### config.mk
export PLATFORM = sky130hd
export DESIGN_NAME = i2c_master_transfer_sequencer_flat
export DESIGN_NICKNAME = d
export VERILOG_FILES = /design/src/sv/i2cs_pkg.sv /design/src/sv/i2cs_ifs.sv /design/src/sv/i2c_master_transfer_sequencer.sv /design/src/sv/i2cs_wbuf.sv /design/src/flat_wrapper.sv
export VERILOG_INCLUDE_DIRS = /design/src /design/src/sv
export SDC_FILE = /design/constraint.sdc
export NUM_CORES = 1
export LEC_CHECK = 0
export ABC_AREA = 1
export ABC_CLOCK_PERIOD_IN_PS = 4900
export BUFFER_PORTS_ARGS = -buffer_cell sky130_fd_sc_hd__buf_2
export CAP_MARGIN = 20
export CORE_MARGIN = 4
export CORE_UTILIZATION = 50
export DETAILED_ROUTE_END_ITERATION = 10
export HOLD_SLACK_MARGIN = 0.03
export PLACE_DENSITY = 0.79
export SLEW_MARGIN = 20
export SYNTH_ARGS = -nofsm -noshare
export SYNTH_HDL_FRONTEND = slang
export SYNTH_SLANG_ARGS = --single-unit
### constraint.sdc
create_clock -name clk -period 4.9 [get_ports clk]
set_input_delay 0.49 -clock clk [delete_from_list [all_inputs] [get_ports clk]]
set_output_delay 0.49 -clock clk [all_outputs]
set_load 0.1 [all_outputs]
### src/sv/assert_macros.svh
`ifndef ASSERT_MACROS_SVH
`define ASSERT_MACROS_SVH

// Property that must hold at every clock edge outside reset
`define ASSERT_ALWAYS(lbl, clk, rst_n, expr, msg) \
	lbl: assert property (@(posedge clk) disable iff (!rst_n) (expr)) else $error(msg);

// Antecedent in one cycle implies consequent in the same cycle
`define ASSERT_IMPLY(lbl, clk, rst_n, ante, cons, msg) \
	lbl: assert property (@(posedge clk) disable iff (!rst_n) (ante) |-> (cons)) else $error(msg);

// Antecedent in one cycle implies consequent in the next cycle
`define ASSERT_NEXT(lbl, clk, rst_n, ante, cons, msg) \
	lbl: assert property (@(posedge clk) disable iff (!rst_n) (ante) |=> (cons)) else $error(msg);

`endif

### src/sv/i2cs_pkg.sv
`default_nettype none

package i2cs_pkg;

	// default write buffer depth
	localparam int WRITE_DEPTH_DEF = 32;

	// item kinds on the command channel
	typedef enum logic [1:0] {
		KIND_LOAD  = 2'd0,
		KIND_START = 2'd1,
		KIND_EVENT = 2'd2,
		KIND_ERROR = 2'd3
	} kind_t;

	// one result item
	typedef struct packed {
		logic       dr_valid;
		logic [7:0] dr_value;
		logic       start_req;
		logic       stop_req;
		logic       ack_on;
		logic       buf_irq_on;
		logic       rd_valid;
		logic [7:0] rd_byte;
		logic [7:0] rd_count;
		logic       done_res;
		logic       failed;
		logic [6:0] error_bits;
	} res_t;

endpackage

`default_nettype wire

### src/sv/i2cs_ifs.sv
`default_nettype none

// Command channel: loads, starts, controller events, error events
interface i2cs_in_if;
	logic       valid;
	logic       ready;
	logic [1:0] kind;
	logic [7:0] wr_byte;
	logic [6:0] slave_addr;
	logic [5:0] write_len;
	logic [7:0] read_len;
	logic       start_sent;
	logic       addr_done;
	logic       transmitter;
	logic       tx_empty;
	logic       rx_full;
	logic [7:0] rx_byte;
	logic [6:0] error_in;

	modport source (
		output valid, kind, wr_byte, slave_addr, write_len, read_len,
		output start_sent, addr_done, transmitter, tx_empty, rx_full, rx_byte, error_in,
		input  ready
	);
	modport sink (
		input  valid, kind, wr_byte, slave_addr, write_len, read_len,
		input  start_sent, addr_done, transmitter, tx_empty, rx_full, rx_byte, error_in,
		output ready
	);
endinterface

// Result channel: controller actions and transfer status
interface i2cs_out_if;
	logic       valid;
	logic       ready;
	logic       dr_valid;
	logic [7:0] dr_value;
	logic       start_req;
	logic       stop_req;
	logic       ack_on;
	logic       buf_irq_on;
	logic       rd_valid;
	logic [7:0] rd_byte;
	logic [7:0] rd_count;
	logic       done_res;
	logic       failed;
	logic [6:0] error_bits;

	modport source (
		output valid, dr_valid, dr_value, start_req, stop_req, ack_on, buf_irq_on,
		output rd_valid, rd_byte, rd_count, done_res, failed, error_bits,
		input  ready
	);
	modport sink (
		input  valid, dr_valid, dr_value, start_req, stop_req, ack_on, buf_irq_on,
		input  rd_valid, rd_byte, rd_count, done_res, failed, error_bits,
		output ready
	);
endinterface

`default_nettype wire

### src/sv/i2c_master_transfer_sequencer.sv
// Channel | Dir | Handshake   | Carries
// cmd     | in  | valid/ready | load, start, controller event, error event
// res     | out | valid/ready | data register write, START/STOP, ACK, status
//
// One result per command item; an item is taken every cycle when the result
// register is empty or being drained in that cycle. The result is registered.
// The next buffer byte is prefetched from the write buffer read port, so a
// transmit-empty event sees its byte with no wait.
// Reset (arst_n low) clears all control state; buffer contents are kept.
// A stall on res holds the result and backpressures cmd.
`default_nettype none

`include "assert_macros.svh"

module i2c_master_transfer_sequencer #(
	parameter int WRITE_DEPTH = i2cs_pkg::WRITE_DEPTH_DEF
) (
	input  wire logic  clk,
	input  wire logic  arst_n,
	i2cs_in_if.sink    cmd,
	i2cs_out_if.source res
);

	localparam int CW = $clog2(WRITE_DEPTH + 1);
	localparam int AW = (WRITE_DEPTH > 1) ? $clog2(WRITE_DEPTH) : 1;
	localparam int LW = (CW > 6) ? CW : 6;
	localparam logic [LW-1:0] DEPTH_L = LW'(WRITE_DEPTH);
	localparam logic [CW-1:0] DEPTH_C = CW'(WRITE_DEPTH);

	// transfer state
	logic [CW-1:0] ld_ptr_q, ld_ptr_d;
	logic [CW-1:0] wr_idx_q, wr_idx_d;
	logic [CW-1:0] wr_tot_q, wr_tot_d;
	logic [7:0]    rd_idx_q, rd_idx_d;
	logic [7:0]    rd_tot_q, rd_tot_d;
	logic [6:0]    addr_q, addr_d;
	logic          ack_q, ack_d;
	logic          irq_q, irq_d;
	logic [6:0]    err_q, err_d;

	// result register
	logic              out_valid_q;
	i2cs_pkg::res_t    res_q, res_d;

	logic          in_fire;
	logic          buf_we;
	logic [7:0]    buf_rdata;
	logic          wr_more;
	logic [LW-1:0] wlen;
	logic [8:0]    rd_next_w;

	assign cmd.ready = !out_valid_q || res.ready;
	assign in_fire   = cmd.valid && cmd.ready;

	i2cs_wbuf #(
		.WRITE_DEPTH (WRITE_DEPTH),
		.AW          (AW)
	) u_wbuf (
		.clk   (clk),
		.we    (buf_we),
		.waddr (ld_ptr_q[AW-1:0]),
		.wdata (cmd.wr_byte),
		.raddr (in_fire ? wr_idx_d[AW-1:0] : wr_idx_q[AW-1:0]),
		.rdata (buf_rdata)
	);

	// per-item sequencing; flags handled in controller order
	always_comb begin
		ld_ptr_d  = ld_ptr_q;
		wr_idx_d  = wr_idx_q;
		wr_tot_d  = wr_tot_q;
		rd_idx_d  = rd_idx_q;
		rd_tot_d  = rd_tot_q;
		addr_d    = addr_q;
		ack_d     = ack_q;
		irq_d     = irq_q;
		err_d     = err_q;
		buf_we    = 1'b0;
		res_d     = '0;
		wr_more   = wr_idx_q < wr_tot_q;
		wlen      = LW'(cmd.write_len);
		rd_next_w = '0;

		unique case (i2cs_pkg::kind_t'(cmd.kind))
			i2cs_pkg::KIND_LOAD: begin
				if (ld_ptr_q < DEPTH_C) begin
					buf_we   = in_fire;
					ld_ptr_d = ld_ptr_q + CW'(1);
				end
			end
			i2cs_pkg::KIND_START: begin
				addr_d    = cmd.slave_addr;
				wr_tot_d  = (wlen > DEPTH_L) ? DEPTH_C : CW'(wlen);
				rd_tot_d  = cmd.read_len;
				ld_ptr_d  = '0;
				wr_idx_d  = '0;
				rd_idx_d  = '0;
				err_d     = '0;
				irq_d     = 1'b1;
				res_d.start_req = 1'b1;
			end
			i2cs_pkg::KIND_EVENT: begin
				// address phase: direction bit is read once writes are used up
				if (cmd.start_sent) begin
					res_d.dr_valid = 1'b1;
					res_d.dr_value = {addr_q, !wr_more};
				end
				// address acked in receiver mode
				if (cmd.addr_done && !cmd.transmitter) begin
					irq_d = 1'b1;
					if (rd_tot_q > 8'd1) begin
						ack_d = 1'b1;
					end else begin
						ack_d = 1'b0;
						res_d.stop_req = 1'b1;
					end
				end
				// transmit side: next byte, or turn around / finish
				if (cmd.tx_empty) begin
					if (wr_more) begin
						res_d.dr_valid = 1'b1;
						res_d.dr_value = buf_rdata;
						wr_idx_d = wr_idx_q + CW'(1);
					end else begin
						irq_d = 1'b0;
						if (rd_tot_q != 8'd0) begin
							res_d.start_req = 1'b1;
						end else begin
							res_d.stop_req = 1'b1;
							res_d.done_res = 1'b1;
						end
					end
				end
				// receive side: deliver byte, NACK before the last one
				if (cmd.rx_full) begin
					res_d.rd_valid = 1'b1;
					res_d.rd_byte  = cmd.rx_byte;
					if (rd_idx_q != 8'hFF) begin
						rd_idx_d = rd_idx_q + 8'd1;
					end
					rd_next_w = {1'b0, rd_idx_d};
					if ((rd_next_w + 9'd2) > {1'b0, rd_tot_q}) begin
						ack_d = 1'b0;
						res_d.stop_req = 1'b1;
					end
					if ((rd_next_w + 9'd1) > {1'b0, rd_tot_q}) begin
						res_d.done_res = 1'b1;
					end
				end
			end
			i2cs_pkg::KIND_ERROR: begin
				err_d = cmd.error_in;
				res_d.done_res = 1'b1;
				if (cmd.error_in != 7'd0) begin
					res_d.stop_req = 1'b1;
					res_d.failed   = 1'b1;
				end
			end
			default: begin
				res_d = '0;
			end
		endcase

		res_d.ack_on     = ack_d;
		res_d.buf_irq_on = irq_d;
		res_d.rd_count   = rd_idx_d;
		res_d.error_bits = err_d;
	end

	// state registers
	always_ff @(posedge clk or negedge arst_n) begin
		if (!arst_n) begin
			ld_ptr_q <= '0;
			wr_idx_q <= '0;
			wr_tot_q <= '0;
			rd_idx_q <= '0;
			rd_tot_q <= '0;
			addr_q   <= '0;
			ack_q    <= 1'b0;
			irq_q    <= 1'b0;
			err_q    <= '0;
		end else if (in_fire) begin
			ld_ptr_q <= ld_ptr_d;
			wr_idx_q <= wr_idx_d;
			wr_tot_q <= wr_tot_d;
			rd_idx_q <= rd_idx_d;
			rd_tot_q <= rd_tot_d;
			addr_q   <= addr_d;
			ack_q    <= ack_d;
			irq_q    <= irq_d;
			err_q    <= err_d;
		end
	end

	// result valid
	always_ff @(posedge clk or negedge arst_n) begin
		if (!arst_n) begin
			out_valid_q <= 1'b0;
		end else if (in_fire) begin
			out_valid_q <= 1'b1;
		end else if (res.ready) begin
			out_valid_q <= 1'b0;
		end
	end

	// result payload
	always_ff @(posedge clk) begin
		if (in_fire) begin
			res_q <= res_d;
		end
	end

	assign res.valid      = out_valid_q;
	assign res.dr_valid   = res_q.dr_valid;
	assign res.dr_value   = res_q.dr_value;
	assign res.start_req  = res_q.start_req;
	assign res.stop_req   = res_q.stop_req;
	assign res.ack_on     = res_q.ack_on;
	assign res.buf_irq_on = res_q.buf_irq_on;
	assign res.rd_valid   = res_q.rd_valid;
	assign res.rd_byte    = res_q.rd_byte;
	assign res.rd_count   = res_q.rd_count;
	assign res.done_res   = res_q.done_res;
	assign res.failed     = res_q.failed;
	assign res.error_bits = res_q.error_bits;

	// checks
	`ASSERT_ALWAYS(a_wr_idx_bound, clk, arst_n, wr_idx_q <= wr_tot_q,
		"write index past total")
	`ASSERT_ALWAYS(a_tot_bound, clk, arst_n,
		(wr_tot_q <= DEPTH_C) && (ld_ptr_q <= DEPTH_C), "buffer count past depth")
	`ASSERT_NEXT(a_start_clears, clk, arst_n,
		in_fire && (cmd.kind == i2cs_pkg::KIND_START),
		(rd_idx_q == 8'd0) && (wr_idx_q == '0) && irq_q, "start did not reset transfer")
	`ASSERT_IMPLY(a_fail_stops, clk, arst_n, out_valid_q && res_q.failed,
		res_q.stop_req && res_q.done_res, "failure without stop and done")

endmodule

`default_nettype wire

### src/sv/i2cs_wbuf.sv
`default_nettype none

// Write buffer: one write port, one registered read port.
// A write to the address being read this cycle is forwarded, so rdata shows the
// new content of that address; a later write to it is not seen until it is read again.
module i2cs_wbuf #(
	parameter int WRITE_DEPTH = i2cs_pkg::WRITE_DEPTH_DEF,
	parameter int AW          = (WRITE_DEPTH > 1) ? $clog2(WRITE_DEPTH) : 1
) (
	input  wire logic          clk,
	input  wire logic          we,
	input  wire logic [AW-1:0] waddr,
	input  wire logic [7:0]    wdata,
	input  wire logic [AW-1:0] raddr,
	output logic      [7:0]    rdata
);

	logic [7:0] mem [WRITE_DEPTH];
	logic [7:0] rdata_q;

	// storage write
	always_ff @(posedge clk) begin
		if (we) begin
			mem[waddr] <= wdata;
		end
	end

	// registered read with write-first forwarding
	always_ff @(posedge clk) begin
		if (we && (waddr == raddr)) begin
			rdata_q <= wdata;
		end else begin
			rdata_q <= mem[raddr];
		end
	end

	assign rdata = rdata_q;

endmodule

`default_nettype wire
### src/flat_wrapper.sv
// flat-port wrapper written by rule: the top's interface ports become plain ports
module i2c_master_transfer_sequencer_flat 
#(
	parameter int WRITE_DEPTH = i2cs_pkg::WRITE_DEPTH_DEF
)
  (clk, arst_n, cmd_valid, cmd_kind, cmd_wr_byte, cmd_slave_addr, cmd_write_len, cmd_read_len, cmd_start_sent, cmd_addr_done, cmd_transmitter, cmd_tx_empty, cmd_rx_full, cmd_rx_byte, cmd_error_in, cmd_ready, res_valid, res_dr_valid, res_dr_value, res_start_req, res_stop_req, res_ack_on, res_buf_irq_on, res_rd_valid, res_rd_byte, res_rd_count, res_done_res, res_failed, res_error_bits, res_ready);
  i2cs_in_if cmd_i ();
  i2cs_out_if res_i ();
  input  wire logic clk;
  input  wire logic arst_n;
  input wire logic [$bits(cmd_i.valid)-1:0] cmd_valid;
  input wire logic [$bits(cmd_i.kind)-1:0] cmd_kind;
  input wire logic [$bits(cmd_i.wr_byte)-1:0] cmd_wr_byte;
  input wire logic [$bits(cmd_i.slave_addr)-1:0] cmd_slave_addr;
  input wire logic [$bits(cmd_i.write_len)-1:0] cmd_write_len;
  input wire logic [$bits(cmd_i.read_len)-1:0] cmd_read_len;
  input wire logic [$bits(cmd_i.start_sent)-1:0] cmd_start_sent;
  input wire logic [$bits(cmd_i.addr_done)-1:0] cmd_addr_done;
  input wire logic [$bits(cmd_i.transmitter)-1:0] cmd_transmitter;
  input wire logic [$bits(cmd_i.tx_empty)-1:0] cmd_tx_empty;
  input wire logic [$bits(cmd_i.rx_full)-1:0] cmd_rx_full;
  input wire logic [$bits(cmd_i.rx_byte)-1:0] cmd_rx_byte;
  input wire logic [$bits(cmd_i.error_in)-1:0] cmd_error_in;
  output wire logic [$bits(cmd_i.ready)-1:0] cmd_ready;
  output wire logic [$bits(res_i.valid)-1:0] res_valid;
  output wire logic [$bits(res_i.dr_valid)-1:0] res_dr_valid;
  output wire logic [$bits(res_i.dr_value)-1:0] res_dr_value;
  output wire logic [$bits(res_i.start_req)-1:0] res_start_req;
  output wire logic [$bits(res_i.stop_req)-1:0] res_stop_req;
  output wire logic [$bits(res_i.ack_on)-1:0] res_ack_on;
  output wire logic [$bits(res_i.buf_irq_on)-1:0] res_buf_irq_on;
  output wire logic [$bits(res_i.rd_valid)-1:0] res_rd_valid;
  output wire logic [$bits(res_i.rd_byte)-1:0] res_rd_byte;
  output wire logic [$bits(res_i.rd_count)-1:0] res_rd_count;
  output wire logic [$bits(res_i.done_res)-1:0] res_done_res;
  output wire logic [$bits(res_i.failed)-1:0] res_failed;
  output wire logic [$bits(res_i.error_bits)-1:0] res_error_bits;
  input wire logic [$bits(res_i.ready)-1:0] res_ready;
  assign cmd_i.valid = cmd_valid;
  assign cmd_i.kind = cmd_kind;
  assign cmd_i.wr_byte = cmd_wr_byte;
  assign cmd_i.slave_addr = cmd_slave_addr;
  assign cmd_i.write_len = cmd_write_len;
  assign cmd_i.read_len = cmd_read_len;
  assign cmd_i.start_sent = cmd_start_sent;
  assign cmd_i.addr_done = cmd_addr_done;
  assign cmd_i.transmitter = cmd_transmitter;
  assign cmd_i.tx_empty = cmd_tx_empty;
  assign cmd_i.rx_full = cmd_rx_full;
  assign cmd_i.rx_byte = cmd_rx_byte;
  assign cmd_i.error_in = cmd_error_in;
  assign cmd_ready = cmd_i.ready;
  assign res_valid = res_i.valid;
  assign res_dr_valid = res_i.dr_valid;
  assign res_dr_value = res_i.dr_value;
  assign res_start_req = res_i.start_req;
  assign res_stop_req = res_i.stop_req;
  assign res_ack_on = res_i.ack_on;
  assign res_buf_irq_on = res_i.buf_irq_on;
  assign res_rd_valid = res_i.rd_valid;
  assign res_rd_byte = res_i.rd_byte;
  assign res_rd_count = res_i.rd_count;
  assign res_done_res = res_i.done_res;
  assign res_failed = res_i.failed;
  assign res_error_bits = res_i.error_bits;
  assign res_i.ready = res_ready;
  i2c_master_transfer_sequencer #(.WRITE_DEPTH(WRITE_DEPTH)) u_core (.clk(clk), .arst_n(arst_n), .cmd(cmd_i), .res(res_i));
endmodule
==> impl_metrics.json <==
{
  "area_growth_pct": 12.11,
  "die-width_um": 182.6,
  "fmax_mhz": 297.8,
  "tns_ns": 0,
  "clockBufferDepth": 3,
  "period_share_pct": 68.52,
  "grt_pass1_vias": 10230,
  "cts.sinks": 351,
  "grt_max_degree": 89,
  "start_util_pct": 51.01,
  "status": "finished, final reports clean",
  "io_pins": 96,
  "antenna_cells": 0,
  "fin_crit_ns": 3.358,
  "swShare_pct": 32.03,
  "drive_gt1_share_pct": 12.22,
  "synth_most_common_cell": "edfxtp_1",
  "relSlewSlack_pct": 32.41,
  "synth_common_cells": "edfxtp_1 (295), nor2_1 (274), o21ai_0 (153)",
  "slew_violations": 0,
  "rsz0062_at_grt": "false",
  "root_buffer": "clkbuf_16",
  "crit_type": "reg2reg",
  "routedWlPerCell_um": 19.14,
  "setup_violations": 0,
  "async_flop_share_pct": 14.53,
  "grt_pass1_wl_mm": 56.01,
  "internal-power_mw": 5.312,
  "cp.arrival_ns": 3.63,
  "syn_avg_cell_area_sq_um": 11.17,
  "grt_overflow": 0,
  "hold_path_class": "in2async",
  "hold_viol": 0,
  "p_comb_share_pct": 22.3,
  "core_area_sq_um": 29870,
  "cts_made_buffers": 35,
  "io_buffers": 95,
  "place_hpwl_mm": 22.48,
  "htree_num_levels": 2,
  "powerDensity_nw_per_um2": 457.5,
  "viasPerCell": 5.763,
  "synth_top_area_cell": "edfxtp_1",
  "crit_path_start_kind": "register",
  "synth_edf_count": 295,
  "fin_nets": 1528,
  "place_congestion": 0.9193,
  "clk_pin_slew_worst_paths_ns": 0.06,
  "ys.flop_type": "edfxtp_1",
  "tightest_slew_ns": 1.008,
  "clock_skew_ns": 0.02172,
  "die_y_um": 182.6,
  "placed_cell_area_sq_um": 15990,
  "num_vias": 10690,
  "post_cts_resized": 0,
  "cts_tree": "yes",
  "firstDrtPassIters": 6,
  "synth_top_area_share_pct": 58.13,
  "crit_path_end_kind": "register",
  "ant_nets": 0,
  "ys_warn_count": 0,
  "post_cts_buffers": 0,
  "first_iter_violations": 1139,
  "synth_seq_cells": 351,
  "wl_mm": 35.51,
  "postSynthCellCount": 1364,
  "synthTopCellsByArea": "edfxtp_1 (58%), dfrtp_1 (8.4%), nor2_1 (6.7%)",
  "holdBufCountCts": 0,
  "p_leak_nw": 6.409,
  "post-route-drc-count": 0,
  "clockPowerShare_pct": 32.5,
  "switchingPower_mw": 2.503,
  "synth_nets": 1452,
  "ir_drop_mv": 0.3272,
  "insertion_delay_ns": 0.52,
  "num_rows": 63,
  "syn_area_sq_um": 15240,
  "yosysUniqueCellTypes": 42,
  "grtUsageTotal_pct": 21.09,
  "antenna_found_initial": 1,
  "path_max_fanout": 9,
  "dieArea_sq_um": 33330,
  "p_seq_share_pct": 45.2,
  "design_area_sq_um": 17080,
  "max_cap_viol_count": 0,
  "cp.required_ns": 5.17,
  "ys_seq_area_share_pct": 67.16
}
[per-stage QoR]
step                      hold WS (ns)  utilization [%]  power [mW]  cells  setup WS (ns)
after detailed placement        0.4592            53.51       5.298   1793          1.567
after CTS                       0.1162            57.18       7.829   1855          1.554
after global routing            0.1424            57.18       8.176   1855          1.261
after floorplan                 0.1944                -       4.817   1364          1.236
final                          0.08501            57.18       7.815   1855          1.542
after global placement          0.4569            53.51       5.257   1793          1.639
[state kept, by name, indices dropped and copies added (netlist names), 6 cells and up, named ones only]
register / flops
u_core.rd_idx_q: 8
u_core.res.rd_count: 8
u_core.addr_q: 7
u_core.res.dr_value: 8
u_core.err_q: 7
u_core.res.rd_byte: 8
u_core.ld_ptr_q: 6
u_core.wr_idx_q: 6
u_core.wr_tot_q: 6
u_core.u_wbuf.mem: 256
u_core.rd_tot_q: 8
u_core.res.error_bits: 7
[layer usage]
metal  share of wire [%]  global-route usage (%)
met2                  45                   32.83
met4                 2.8                   5.914
met3                 9.8                   4.265
met5               0.037                       0
met1                  42                   30.50
[power by group through the flow]
stage,Clock (mW),Sequential (mW),Combinational [mW]
final,2.54,3.54,1.74
after global placement,0,3.59,1.67
after detailed placement,0,3.59,1.71
after CTS,2.57,3.53,1.73
after global routing,2.70,3.55,1.92
after floorplan,0,3.70,1.12
[cell usage in the layout, fill, tap and decap left out, drive strengths merged, types with 2 or more instances in the layout]
master	synthesis	routed
nand2	140	140
nand3	77	77
dfxtp	5	5
clkbuf	37	51
nand4	9	9
dfrtp	51	51
a31oi	2	2
o21a	4	4
nor3	5	5
a21oi	23	23
clkinv	2	11
nor2	279	279
xor2	14	14
inv	95	95
o22ai	12	12
ha	33	33
o211ai	58	58
edfxtp	295	295
o21ai	186	186
xnor2	3	3
buf	26	102
[final cells by class]
cell class              count  area (sq um)
multi-input cells         853          4363
fillers                  2298         12790
repair buffers            102         528.0
well taps                 390         488.0
inverters                  97         365.4
clock inverters            11         100.1
flip-flops and latches    351         10240
clock buffers              51         997.2
[worst paths after layout]
kind / end / cells after the start / slack, ns / from
setup / recovery: u_core.res.ack_on$_DFFE_PP_ / 24 / 1.54 / u_core.rd_idx_q[1]$_DFFE_PN0P_
hold / removal: u_core.res.valid$_DFFE_PN0P_ / 2 / 0.09 / arst_n
setup reg to reg: u_core.res.ack_on$_DFFE_PP_ / 24 / 1.54 / u_core.rd_idx_q[1]$_DFFE_PN0P_
hold reg to reg: u_core.addr_q[6]$_DFFE_PN0P_ / 2 / 0.47 / u_core.addr_q[6]$_DFFE_PN0P_
max in group asynchronous: u_core.ld_ptr_q[0]$_DFFE_PN0P_ / 2 / 4.32 / arst_n
min in group clk: u_core.addr_q[5]$_DFFE_PN0P_ / 3 / 0.17 / cmd_slave_addr[5]
[logic make-up after synthesis]
family | Yosys count | share of synthesized area [%]
buffers and inverters | 160 | 4.220
and+or+nand+nor | 515 | 14.15
DFF | 351 | 67.16
AOI/OAI and AO/OA | 288 | 10.73
adders and majority gates | 33 | 2.710
xor gates and xnor gates | 17 | 1.026
[worst max-delay path, cell delays in order (launching register included)]
cell     delay, ns
dfrtp_1       0.44
ha_1          0.23
nand2_2       0.09
nor2_4        0.13
nand4_4       0.22
o21ai_4       0.29
inv_1         0.09
ha_1          0.22
inv_1         0.07
nand3_1       0.07
nand2_1       0.08
inv_1         0.04
ha_1          0.26
nand2_1       0.06
nor2_1        0.15
nand2_1       0.07
nand3_1       0.07
nand2_1       0.05
nand2_1       0.05
nand2_1       0.05
nand2_1       0.05
nand2_1       0.04
nand2_1       0.05
nand2_1       0.07
and3_1        0.15
(Power assumes the default switching activity.)
